<file path="config.mk">
export PLATFORM = sky130hd
export DESIGN_NAME = integer_field_formatter
export DESIGN_NICKNAME = d
export VERILOG_FILES = /design/src/design/iff_pkg.sv /design/src/design/iff_digits.sv /design/src/design/integer_field_formatter.sv
export SDC_FILE = /design/constraint.sdc
export NUM_CORES = 1
export LEC_CHECK = 0
export BUFFER_PORTS_ARGS = -buffer_cell sky130_fd_sc_hd__clkbuf_2
export CORE_UTILIZATION = 40
export DETAILED_ROUTE_END_ITERATION = 12
export SKIP_LAST_GASP = 1
export SYNTH_ARGS = -nofsm -noshare
export SYNTH_HDL_FRONTEND = slang
export SYNTH_HIERARCHICAL = 1
export SYNTH_SLANG_ARGS = --single-unit
</file>
<file path="constraint.sdc">
create_clock -name clock -period 10.43 [get_ports clock]
set_clock_uncertainty 0.05 [all_clocks]
set_input_delay 3.129 -clock clock [delete_from_list [all_inputs] [get_ports clock]]
set_output_delay 3.129 -clock clock [all_outputs]
set_load 0.005 [all_outputs]
</file>
<file path="src/design/iff_pkg.sv">
`timescale 1ns / 1ps

package iff_pkg;

   // Digit store: 22 digits covers 64-bit octal; decimal needs 20, hex 16.
   localparam int DIGITS       = 22;
   localparam int DIGIT_W      = 4;
   localparam int STORE_W      = DIGITS * DIGIT_W;
   localparam int CNT_W        = $clog2(DIGITS + 1);
   localparam int VALUE_W      = 64;
   localparam int DABBLE_STEPS = VALUE_W;
   localparam int STEP_W       = $clog2(DABBLE_STEPS);

   localparam int MAX_FIELD_WIDTH_DEF = 64;

   localparam logic [1:0] RADIX_DEC   = 2'd0;
   localparam logic [1:0] RADIX_OCT   = 2'd1;
   localparam logic [1:0] RADIX_HEX_L = 2'd2;
   localparam logic [1:0] RADIX_HEX_U = 2'd3;

   localparam logic [7:0] CH_SPACE = 8'h20;
   localparam logic [7:0] CH_PLUS  = 8'h2B;
   localparam logic [7:0] CH_MINUS = 8'h2D;
   localparam logic [7:0] CH_ZERO  = 8'h30;
   localparam logic [7:0] CH_X_L   = 8'h78;
   localparam logic [7:0] CH_X_U   = 8'h58;
   localparam logic [7:0] CH_A_L   = 8'h61;
   localparam logic [7:0] CH_A_U   = 8'h41;

   typedef struct packed {
      logic                start;
      logic                take;
   } dig_ctl_type;

   typedef struct packed {
      logic                done;
      logic [DIGIT_W-1:0]  top;
      logic [CNT_W-1:0]    count;
   } dig_sts_type;

   function automatic logic [7:0] digit_char(input logic [DIGIT_W-1:0] d, input logic upper);
      logic [7:0] base;
      begin
         base = upper ? CH_A_U : CH_A_L;
         if (d < 4'd10) begin
            digit_char = CH_ZERO + {4'd0, d};
         end else begin
            digit_char = base + {4'd0, d} - 8'd10;
         end
      end
   endfunction

endpackage

</file>
<file path="src/design/iff_digits.sv">
`timescale 1ns / 1ps

module iff_digits (
   input  logic                           clock,
   input  logic                           reset,
   input  iff_pkg::dig_ctl_type           ctl,
   input  logic [iff_pkg::VALUE_W-1:0]    mag,
   input  logic [1:0]                     radix,
   output iff_pkg::dig_sts_type           sts
);
   import iff_pkg::*;

   typedef enum logic [1:0] {
      D_IDLE,
      D_DABBLE,
      D_NORM,
      D_READY
   } dstate_type;

   dstate_type           state_ff, state_in;
   logic [STORE_W-1:0]   dig_ff, dig_in;
   logic [VALUE_W-1:0]   bin_ff, bin_in;
   logic [STEP_W-1:0]    step_ff, step_in;
   logic [CNT_W-1:0]     nd_ff, nd_in;

   logic [STORE_W-1:0]   corr;
   logic [STORE_W-1:0]   load;
   logic [DIGIT_W-1:0]   top_digit;

   assign top_digit = dig_ff[STORE_W-1 -: DIGIT_W];

   // add-3 correction on every BCD digit before the shift
   always_comb begin
      for (int k = 0; k < DIGITS; k++) begin
         if (dig_ff[k*DIGIT_W +: DIGIT_W] >= 4'd5) begin
            corr[k*DIGIT_W +: DIGIT_W] = dig_ff[k*DIGIT_W +: DIGIT_W] + 4'd3;
         end else begin
            corr[k*DIGIT_W +: DIGIT_W] = dig_ff[k*DIGIT_W +: DIGIT_W];
         end
      end
   end

   // octal and hex digits are plain bit slices of the magnitude
   always_comb begin
      load = '0;
      if (radix == RADIX_OCT) begin
         for (int k = 0; k < DIGITS - 1; k++) begin
            load[k*DIGIT_W +: DIGIT_W] = {1'b0, mag[3*k +: 3]};
         end
         load[(DIGITS-1)*DIGIT_W +: DIGIT_W] = {3'd0, mag[VALUE_W-1]};
      end else begin
         load[VALUE_W-1:0] = mag;
      end
   end

   always_comb begin
      state_in = state_ff;
      dig_in   = dig_ff;
      bin_in   = bin_ff;
      step_in  = step_ff;
      nd_in    = nd_ff;
      if (ctl.start) begin
         nd_in   = CNT_W'(DIGITS);
         step_in = '0;
         if (radix == RADIX_DEC) begin
            dig_in   = '0;
            bin_in   = mag;
            state_in = D_DABBLE;
         end else begin
            dig_in   = load;
            state_in = D_NORM;
         end
      end else begin
         case (state_ff)
            D_DABBLE: begin
               dig_in  = {corr[STORE_W-2:0], bin_ff[VALUE_W-1]};
               bin_in  = {bin_ff[VALUE_W-2:0], 1'b0};
               step_in = step_ff + 1'b1;
               if (step_ff == STEP_W'(DABBLE_STEPS - 1)) begin
                  state_in = D_NORM;
               end
            end
            D_NORM: begin
               // strip leading zeros, keeping at least one digit
               if (top_digit == '0 && nd_ff > CNT_W'(1)) begin
                  dig_in = {dig_ff[STORE_W-DIGIT_W-1:0], {DIGIT_W{1'b0}}};
                  nd_in  = nd_ff - 1'b1;
               end else begin
                  state_in = D_READY;
               end
            end
            D_READY: begin
               if (ctl.take) begin
                  dig_in = {dig_ff[STORE_W-DIGIT_W-1:0], {DIGIT_W{1'b0}}};
               end
            end
            default: begin
               state_in = state_ff;
            end
         endcase
      end
   end

   always_ff @(posedge clock) begin
      if (reset) begin
         state_ff <= D_IDLE;
      end else begin
         state_ff <= state_in;
      end
      dig_ff  <= dig_in;
      bin_ff  <= bin_in;
      step_ff <= step_in;
      nd_ff   <= nd_in;
   end

   assign sts.done  = (state_ff == D_READY);
   assign sts.top   = top_digit;
   assign sts.count = nd_ff;

endmodule

</file>
<file path="src/design/integer_field_formatter.sv">
`timescale 1ns / 1ps

// Channel  Direction  Ports                          Transfer
// req      in         req_valid/req_ready + fields   one conversion request
// rsp      out        rsp_valid/rsp_ready + fields   one character, last_char on the final one
//
// Decimal requests run a bit-serial double-dabble, then trim leading zero digits;
// octal and hex skip straight to the trim. The seven field sections follow in order
// (left pad, sign, zero pad, prefix zero, prefix x, digits, right pad), and req_ready
// returns once the last section ends; pad is at most 63 characters.
// Reset clears control only; no clearing pass. A stalled rsp_ready holds the emitter.
// req_ready is high only between requests.

module integer_field_formatter #(
   parameter int MAX_FIELD_WIDTH = iff_pkg::MAX_FIELD_WIDTH_DEF
) (
   input  logic                        clock,
   input  logic                        reset,
   input  logic                        req_valid,
   output logic                        req_ready,
   input  logic [iff_pkg::VALUE_W-1:0] req_value,
   input  logic [1:0]                  req_value_size,
   input  logic                        req_is_signed,
   input  logic [1:0]                  req_radix_select,
   input  logic                        req_left_justify,
   input  logic                        req_force_plus,
   input  logic                        req_force_space,
   input  logic                        req_alternate_form,
   input  logic                        req_zero_pad,
   input  logic [6:0]                  req_field_width,
   output logic                        rsp_valid,
   input  logic                        rsp_ready,
   output logic [7:0]                  rsp_out_char,
   output logic                        rsp_last_char
);
   import iff_pkg::*;

   typedef enum logic [3:0] {
      S_IDLE,
      S_START,
      S_CONV,
      S_SETUP,
      S_LPAD,
      S_SIGN,
      S_ZPAD,
      S_PFX0,
      S_PFXX,
      S_DIGIT,
      S_RPAD
   } state_type;

   state_type            state_ff, state_in;
   logic [VALUE_W-1:0]   mag_ff, mag_in;
   logic [1:0]           radix_ff, radix_in;
   logic                 left_ff, left_in;
   logic                 zpad_ff, zpad_in;
   logic [7:0]           sign_ff, sign_in;
   logic [1:0]           pfx_ff, pfx_in;
   logic [6:0]           width_ff, width_in;
   logic [6:0]           pad_ff, pad_in;
   logic [6:0]           rem_ff, rem_in;
   logic [CNT_W-1:0]     nd_ff, nd_in;
   logic                 rsp_valid_ff, rsp_valid_in;
   logic [7:0]           rsp_char_ff, rsp_char_in;
   logic                 rsp_last_ff, rsp_last_in;

   dig_ctl_type          dctl;
   dig_sts_type          dsts;

   logic                 accept;
   logic                 fire;
   logic                 emit;
   logic [7:0]           emit_char;
   logic [VALUE_W-1:0]   mask;
   logic                 msb;
   logic [VALUE_W-1:0]   cut;
   logic                 neg;
   logic [VALUE_W-1:0]   mag_now;
   logic [6:0]           content;
   logic [6:0]           max_w;

   assign max_w = 7'(MAX_FIELD_WIDTH);

   iff_digits u_digits (
      .clock (clock),
      .reset (reset),
      .ctl   (dctl),
      .mag   (mag_ff),
      .radix (radix_ff),
      .sts   (dsts)
   );

   assign req_ready = (state_ff == S_IDLE);
   assign accept    = req_valid && req_ready;
   assign fire      = !rsp_valid_ff || rsp_ready;

   always_comb begin
      case (req_value_size)
         2'd0: begin
            mask = 64'h0000_0000_0000_00FF;
            msb  = req_value[7];
         end
         2'd1: begin
            mask = 64'h0000_0000_0000_FFFF;
            msb  = req_value[15];
         end
         2'd2: begin
            mask = 64'h0000_0000_FFFF_FFFF;
            msb  = req_value[31];
         end
         default: begin
            mask = '1;
            msb  = req_value[63];
         end
      endcase
      cut     = req_value & mask;
      neg     = req_is_signed && msb;
      mag_now = neg ? ((~cut + 64'd1) & mask) : cut;
   end

   assign content = 7'(nd_ff) + {5'd0, pfx_ff} + {6'd0, (sign_ff != 8'd0)};

   always_comb begin
      state_in     = state_ff;
      mag_in       = mag_ff;
      radix_in     = radix_ff;
      left_in      = left_ff;
      zpad_in      = zpad_ff;
      sign_in      = sign_ff;
      pfx_in       = pfx_ff;
      width_in     = width_ff;
      pad_in       = pad_ff;
      rem_in       = rem_ff;
      nd_in        = nd_ff;
      dctl.start   = 1'b0;
      dctl.take    = 1'b0;
      emit         = 1'b0;
      emit_char    = CH_SPACE;

      case (state_ff)
         S_IDLE: begin
            if (accept) begin
               mag_in   = mag_now;
               radix_in = req_radix_select;
               left_in  = req_left_justify;
               zpad_in  = req_zero_pad;
               width_in = (req_field_width > max_w) ? max_w : req_field_width;
               if (neg) begin
                  sign_in = CH_MINUS;
               end else if (req_force_plus) begin
                  sign_in = CH_PLUS;
               end else if (req_force_space) begin
                  sign_in = CH_SPACE;
               end else begin
                  sign_in = 8'd0;
               end
               // no prefix on a zero value
               if (req_alternate_form && mag_now != '0) begin
                  if (req_radix_select == RADIX_HEX_L || req_radix_select == RADIX_HEX_U) begin
                     pfx_in = 2'd2;
                  end else if (req_radix_select == RADIX_OCT) begin
                     pfx_in = 2'd1;
                  end else begin
                     pfx_in = 2'd0;
                  end
               end else begin
                  pfx_in = 2'd0;
               end
               state_in = S_START;
            end
         end
         S_START: begin
            dctl.start = 1'b1;
            state_in   = S_CONV;
         end
         S_CONV: begin
            if (dsts.done) begin
               nd_in    = dsts.count;
               state_in = S_SETUP;
            end
         end
         S_SETUP: begin
            pad_in   = (width_ff > content) ? (width_ff - content) : 7'd0;
            rem_in   = (width_ff > content) ? width_ff : content;
            state_in = S_LPAD;
         end
         S_LPAD: begin
            if (pad_ff == 7'd0 || left_ff || zpad_ff) begin
               state_in = S_SIGN;
            end else if (fire) begin
               emit      = 1'b1;
               emit_char = CH_SPACE;
               pad_in    = pad_ff - 1'b1;
            end
         end
         S_SIGN: begin
            if (sign_ff == 8'd0) begin
               state_in = S_ZPAD;
            end else if (fire) begin
               emit      = 1'b1;
               emit_char = sign_ff;
               state_in  = S_ZPAD;
            end
         end
         S_ZPAD: begin
            if (pad_ff == 7'd0 || left_ff || !zpad_ff) begin
               state_in = S_PFX0;
            end else if (fire) begin
               emit      = 1'b1;
               emit_char = CH_ZERO;
               pad_in    = pad_ff - 1'b1;
            end
         end
         S_PFX0: begin
            if (pfx_ff == 2'd0) begin
               state_in = S_PFXX;
            end else if (fire) begin
               emit      = 1'b1;
               emit_char = CH_ZERO;
               state_in  = S_PFXX;
            end
         end
         S_PFXX: begin
            if (pfx_ff != 2'd2) begin
               state_in = S_DIGIT;
            end else if (fire) begin
               emit      = 1'b1;
               emit_char = (radix_ff == RADIX_HEX_U) ? CH_X_U : CH_X_L;
               state_in  = S_DIGIT;
            end
         end
         S_DIGIT: begin
            if (nd_ff == '0) begin
               state_in = S_RPAD;
            end else if (fire) begin
               emit      = 1'b1;
               emit_char = digit_char(dsts.top, radix_ff == RADIX_HEX_U);
               dctl.take = 1'b1;
               nd_in     = nd_ff - 1'b1;
            end
         end
         S_RPAD: begin
            if (pad_ff == 7'd0 || !left_ff) begin
               state_in = S_IDLE;
            end else if (fire) begin
               emit      = 1'b1;
               emit_char = CH_SPACE;
               pad_in    = pad_ff - 1'b1;
            end
         end
         default: begin
            state_in = S_IDLE;
         end
      endcase

      if (emit) begin
         rem_in = rem_ff - 1'b1;
      end

      // output register: load on emit, drop on transfer
      rsp_valid_in = rsp_valid_ff;
      rsp_char_in  = rsp_char_ff;
      rsp_last_in  = rsp_last_ff;
      if (emit) begin
         rsp_valid_in = 1'b1;
         rsp_char_in  = emit_char;
         rsp_last_in  = (rem_ff == 7'd1);
      end else if (rsp_ready) begin
         rsp_valid_in = 1'b0;
      end
   end

   always_ff @(posedge clock) begin
      if (reset) begin
         state_ff     <= S_IDLE;
         rsp_valid_ff <= 1'b0;
      end else begin
         state_ff     <= state_in;
         rsp_valid_ff <= rsp_valid_in;
      end
      mag_ff      <= mag_in;
      radix_ff    <= radix_in;
      left_ff     <= left_in;
      zpad_ff     <= zpad_in;
      sign_ff     <= sign_in;
      pfx_ff      <= pfx_in;
      width_ff    <= width_in;
      pad_ff      <= pad_in;
      rem_ff      <= rem_in;
      nd_ff       <= nd_in;
      rsp_char_ff <= rsp_char_in;
      rsp_last_ff <= rsp_last_in;
   end

   assign rsp_valid     = rsp_valid_ff;
   assign rsp_out_char  = rsp_char_ff;
   assign rsp_last_char = rsp_last_ff;

endmodule

</file>
== After elaboration in Yosys (flattened, before gate mapping) ==
Cells that the tools add are included.

* Add/subtract/negate cells: 34
* Magnitude comparators: 26
* Eq/ne operators: 42
* Muxes and demuxes: 96
* Bitwise gates (word level): 4
* Reduce and logical (&&, ||, !) cells: 40

{| class="wikitable"
|+ Operator list
! kind !! number
|-
| two-way mux 64 bit || 5
|-
| two-way mux 88 bit || 3
|-
| case mux 88 bit (3 select lines) || 1
|-
| case mux 64 bit (3 select lines) || 1
|-
| two-way mux 4 bit || 33
|-
| bitwise AND 64 bit || 2
|-
| >= comparator 4 x 3 -> 1 bit, second input constant || 22
|-
| two-way mux 85 bit || 1
|-
| adder 4 x 2 -> 4 bit, second input constant || 21
|-
| two-way mux 7 bit || 10
|-
| adder 64 x 1 -> 64 bit, second input constant || 1
|-
| NOT 64 bit || 1
|-
| nonzero test 64 bit || 1
|-
| case mux 4 bit (11 select lines) || 1
|-
| two-way mux 8 bit || 5
|-
| case mux 8 bit (5 select lines) || 1
|-
| case mux 7 bit (4 select lines) || 1
|-
| two-way mux 5 bit || 5
|-
| two-way mux 6 bit || 4
|-
| inequality test 2 bit, second input constant || 11
|-
| two-way mux 21 bit || 1
|-
| == test 4 x 3 -> 1 bit, second input constant || 4
|-
| inequality test 3 bit, second input constant || 5
|-
| subtractor 7 x 1 -> 7 bit, second input constant || 2
|-
| other kinds (47) || 100
|}

* Flip-flop bits (word level): 281
* Output and inout bits: 11
* Logic and storage cells: 263

== Depth between registers and ports, before layout ==
* Word-level depth: 11
* Mapped depth: 14

== Cells and area by module ==
The synthesis kept the hierarchy.

{| class="wikitable"
|+ By module, submodules not included
! module !! instances !! cells each !! area an instance (um^2)
|-
| iff_digits || 1 || 1010 || 10273.6
|-
| integer_field_formatter || 1 || 854 || 8008.9
|}

== Worst setup path after synthesis ==
No wires, ideal clock.

* Path type: in2reg
* Start point: input req_valid
* End point: register left_ff (enable)
* Library setup time: 0.620 ns
* Arrival time: 8.637 ns
* Slack: 1.123 ns
* Cell stages on the path: 2
* Path buffers: 0
* Path through: inv_1 > nor3_1

* Word-level cells in the longest chain between the ends: 2

{| class="wikitable"
|+ Ends and longest elaborated chain
! what !! RTL line !! RTL
|-
| from (decl) || integer_field_formatter.sv:19 || <nowiki>input logic req_valid,</nowiki>
|-
| logical AND 1 bit || integer_field_formatter.sv:94 || <nowiki>assign accept = req_valid && req_ready;</nowiki>
|-
| AND reduction 2 bit (no line) || n/a ||
|-
| to (signal assigned) || integer_field_formatter.sv:283 || <nowiki>left_ff <= left_in;</nowiki>
|-
| to (decl) || integer_field_formatter.sv:55 || <nowiki>logic left_ff, left_in;</nowiki>
|}

Every way passes these cells.
A chain may end at the register's enable or synchronous reset.

== Worst setup path after layout ==
* Start point: input req_value_size[0]
* End point: register pfx_ff[1], data pin

* Word-level cells in the longest chain between the ends: 9
* Elaborated cells between the ends (all ways): 13
* Classes of those cells: 1 x add/sub; 2 x eq/ne; 3 x mux; 3 x bitwise; 4 x reduce/logical

{| class="wikitable"
|+ Ends and longest elaborated chain
! what !! RTL line !! RTL
|-
| from (decl) || integer_field_formatter.sv:22 || <nowiki>input logic [1:0] req_value_size,</nowiki>
|-
| == test 2 bit, or another cell as far along || integer_field_formatter.sv:98 || <nowiki>case (req_value_size)</nowiki>
|-
| case mux 64 bit (3 select lines) || integer_field_formatter.sv:98 ||
|-
| bitwise AND 64 bit || integer_field_formatter.sv:116 || <nowiki>cut = req_value & mask;</nowiki>
|-
| NOT 64 bit || integer_field_formatter.sv:118 || <nowiki>mag_now = neg ? ((~cut + 64'd1) & mask) : cut;</nowiki>
|-
| adder 64 x 1 -> 64 bit || integer_field_formatter.sv:118 ||
|-
| bitwise AND 64 bit || integer_field_formatter.sv:118 ||
|-
| two-way mux 64 bit (*) || integer_field_formatter.sv:118 ||
|-
| nonzero test 64 bit (*) || integer_field_formatter.sv:158 || <nowiki>if (req_alternate_form && mag_now != '0) begin</nowiki>
|-
| logical AND 1 bit (*) || integer_field_formatter.sv:158 ||
|-
| to (signal assigned) || integer_field_formatter.sv:286 || <nowiki>pfx_ff <= pfx_in;</nowiki>
|-
| to (decl) || integer_field_formatter.sv:58 || <nowiki>logic [1:0] pfx_ff, pfx_in;</nowiki>
|}

Every way passes the cells marked *; elsewhere a longest branch is shown, timed or not.

==> reports/metrics.cfg <==
[cts]
hold_buffers=0
cts_buffers=31
cts_tree=built
clockRootBuffer=clkbuf_16
clockBufferDepth=3
cts-htree-levels=1
cts.clk_slew.worst_paths_ns=0.06
post_cts_resized=0
clock_sinks=278
postCtsSetupRepairBufs=0
clk_latency_ns=0.57

[global_route]
met3_usage_pct=2.03
top_usage_layer=met2
gr-total-overflow=0
grtUsageMet1_pct=29.1
first_global_vias=14100
met2_usage_pct=32.9
grt_pass1_wl_um=77600
grt.total_usage_pct=20.5
grt_max_degree=148
antenna_found_initial=0

[detailed_routing]
avgRoutedWirePerCell_um=19.1
routed_wl_um=48100
first_pass_iters=5
drt_iter0_drc=1295
drcViolationCount=0
antenna_left=0
vias=14700
viasPerCell=5.84

[power]
pwr_density_cell_nw_per_um2=255
irDropWorstVdd_mv=0.140
p_leak_nw=7.23

[cells_and_area]
finalInstanceArea_um2=20200
final_cell_mix=edfxtp_1 (260), a21oi_1 (203), nor2_1 (175)
layout.nets=2054
fill_cells=4259
syn_to_final_growth_pct=10.3
mostFrequentLayoutCell=edfxtp_1
utilization_pct=45.2
insertedDiodeCount=0
drive_gt1_share_pct=13.8

[setup_path]
worstPathRequired_ns=10.67
r2r_slack_ns=5.90
crit_path_end_kind=register
arrival_ns=7.34
critPathKind=in -> reg
worst_setup_path_start_kind=primary input
crit_fanout=50

[floorplanning]
num_rows=77
die_area_um2=46600
die_w_um=216
die_h_um=216
start_util_pct=41.0
core_um2=44600
pin_count=96

[timing]
finalSetupTns_ns=0
slew_headroom_pct=32.2
slew_violations=0
post-route-period-util_pct=68.1
worst_pin_slew_ns=1.02
setup_slack_ns=3.32
finalSetupViolations=0
hold_viol=0
clock.fmax_ghz=0.141
period_needed_ns=7.11
grt_setup_unrepaired=no

[place]
gp_congestion=0.921
placed_cell_area_um2=19100
preCtsSetupSlack_ns=2.81
hpwl_um=34000
portBuffers=94

[synthesis]
synth_compound_area_share_pct=19.6
synth_mux_area_share_pct=5.38
syn-cell-area_um2=18300
synth.distinct_cells=87
synthXorXnorAreaFrac_pct=4.65
synth_top_family_by_area=compound AO/OA/AOI/OAI gates
synthArstFlopShare_pct=0
synth-seq-cells=278
yosysSeqAreaShare_pct=44.7
yosysWarnings=6
synth_fp_nets=2018
synth_area_per_cell_um2=9.81
syn_inst=1864
yosys.area_share.simple_pct=15.9
synthAdderAreaFrac_pct=4.85
synth_edf_count=260
synth_flop_cell=edfxtp_1

[run]
maxCapViolations=0

[run_status]
run_status=finished, final reports clean

[worst_hold_path]
hp-class=reg -> reg

-- layer usage --
| layer | share of wire (%) | wire length (um) |
|---|---|---|
| met5 | 0 | 0 |
| met4 | 2.4 | 1180 |
| met3 | 5.2 | 2520 |
| met2 | 46 | 22300 |
| met1 | 46 | 22100 |
-- worst paths after layout --
check                      start                   to  cells past startpoint
max reg2reg           sign_ff[2]            rem_ff[5]                     14
min          u_digits/step_ff[5]  u_digits/step_ff[5]                      2
min reg2reg  u_digits/step_ff[5]  u_digits/step_ff[5]                      2
max            req_value_size[0]            pfx_ff[1]                     12
-- final cells by class --
class | count | area [um^2] | share of cell area, %
Multi-Input combinational cell | 1380 | 9260 | 45.9
Clock inverter | 21 | 225 | 1.12
Timing Repair Buffer | 112 | 618 | 3.06
Clock buffer | 36 | 795 | 3.94
Inverter | 97 | 364 | 1.81
Tap cell | 592 | 741 | 3.67
Sequential cell | 278 | 8170 | 40.5
-- power by group --
part           leakage [nW]  switching [mW]  internal [mW]  total [mW]
Sequential             2.65           0.323           1.75        2.08
Combinational          4.10            1.15          0.823        1.98
Clock                 0.486           0.451          0.645        1.10
Total                  7.23            1.93           3.22        5.15
-- cell families after synthesis --
logic type | Yosys count
AND/OR/NAND/NOR | 555
other | 1
buffers and inverters | 206
XOR/XNOR | 97
AO/OA/AOI/OAI | 568
multiplexers | 90
flip-flops | 278
adder cells (fa/ha/maj) | 69
-- cells in the mapped netlist (all sizes together), types with 9 or more instances --
master | instances | area (um^2)
a211oi | 24 | 190
a21o | 9 | 67.6
a21oi | 204 | 1020
a221oi | 23 | 208
a22oi | 39 | 293
a2bb2oi | 10 | 87.6
a31oi | 38 | 238
a41oi | 9 | 78.8
and2 | 26 | 163
buf | 49 | 300
clkbuf | 59 | 223
dfxtp | 18 | 360
edfxtp | 260 | 7810
ha | 66 | 826
inv | 96 | 360
mux2 | 66 | 743
mux2i | 24 | 240
nand2 | 97 | 364
nand2b | 55 | 344
nand3 | 20 | 100
nand4 | 17 | 121
nor2 | 176 | 661
nor2b | 16 | 100
nor3 | 32 | 176
nor3b | 23 | 173
nor4 | 36 | 289
o21ai | 119 | 596
o22ai | 12 | 75.1
o31ai | 19 | 143
or3 | 17 | 111
xnor2 | 64 | 561
xor2 | 33 | 289
-- worst max-delay path, cell delays in order --
cell and delay [ns]:
clkbuf_2 0.28, mux2i_1 0.33, o22a_2 0.18, buf_4 0.46
clkinv_1 0.82, a2111o_1 0.59, a2111oi_0 0.43, nand4_1 0.27
nor4_1 0.23, nand4_1 0.14, nor4_2 0.34, a21oi_1 0.12
-- sequential cells by signal (all words and copies together) (netlist names) --
| register | flops |
|---|---|
| u_digits/dig_ff | 88 |
| mag_ff | 64 |
| u_digits/bin_ff | 64 |
| pad_ff | 7 |
| rem_ff | 7 |
| rsp_out_char | 7 |
| width_ff | 7 |
| u_digits/step_ff | 6 |
| nd_ff | 5 |
| u_digits/nd_ff | 5 |
| sign_ff | 4 |
| state_ff | 4 |
| pfx_ff | 2 |
| radix_ff | 2 |
| u_digits/state_ff | 2 |
| left_ff | 1 |
| rsp_last_char | 1 |
| rsp_valid | 1 |
| zpad_ff | 1 |
-- through the flow --
step / hold WS (ns) / total power [mW] / std cells
after floorplan: 0.408 / 3.59 / 1864
after global placement: 0.423 / 4.00 / 2459
after detailed placement: 0.449 / 4.06 / 2459
after CTS: 0.455 / 5.18 / 2516
after global routing: 0.484 / 5.53 / 2516
final: 0.446 / 5.15 / 2516
No activity file was read; power rests on OpenSTA's default activity.
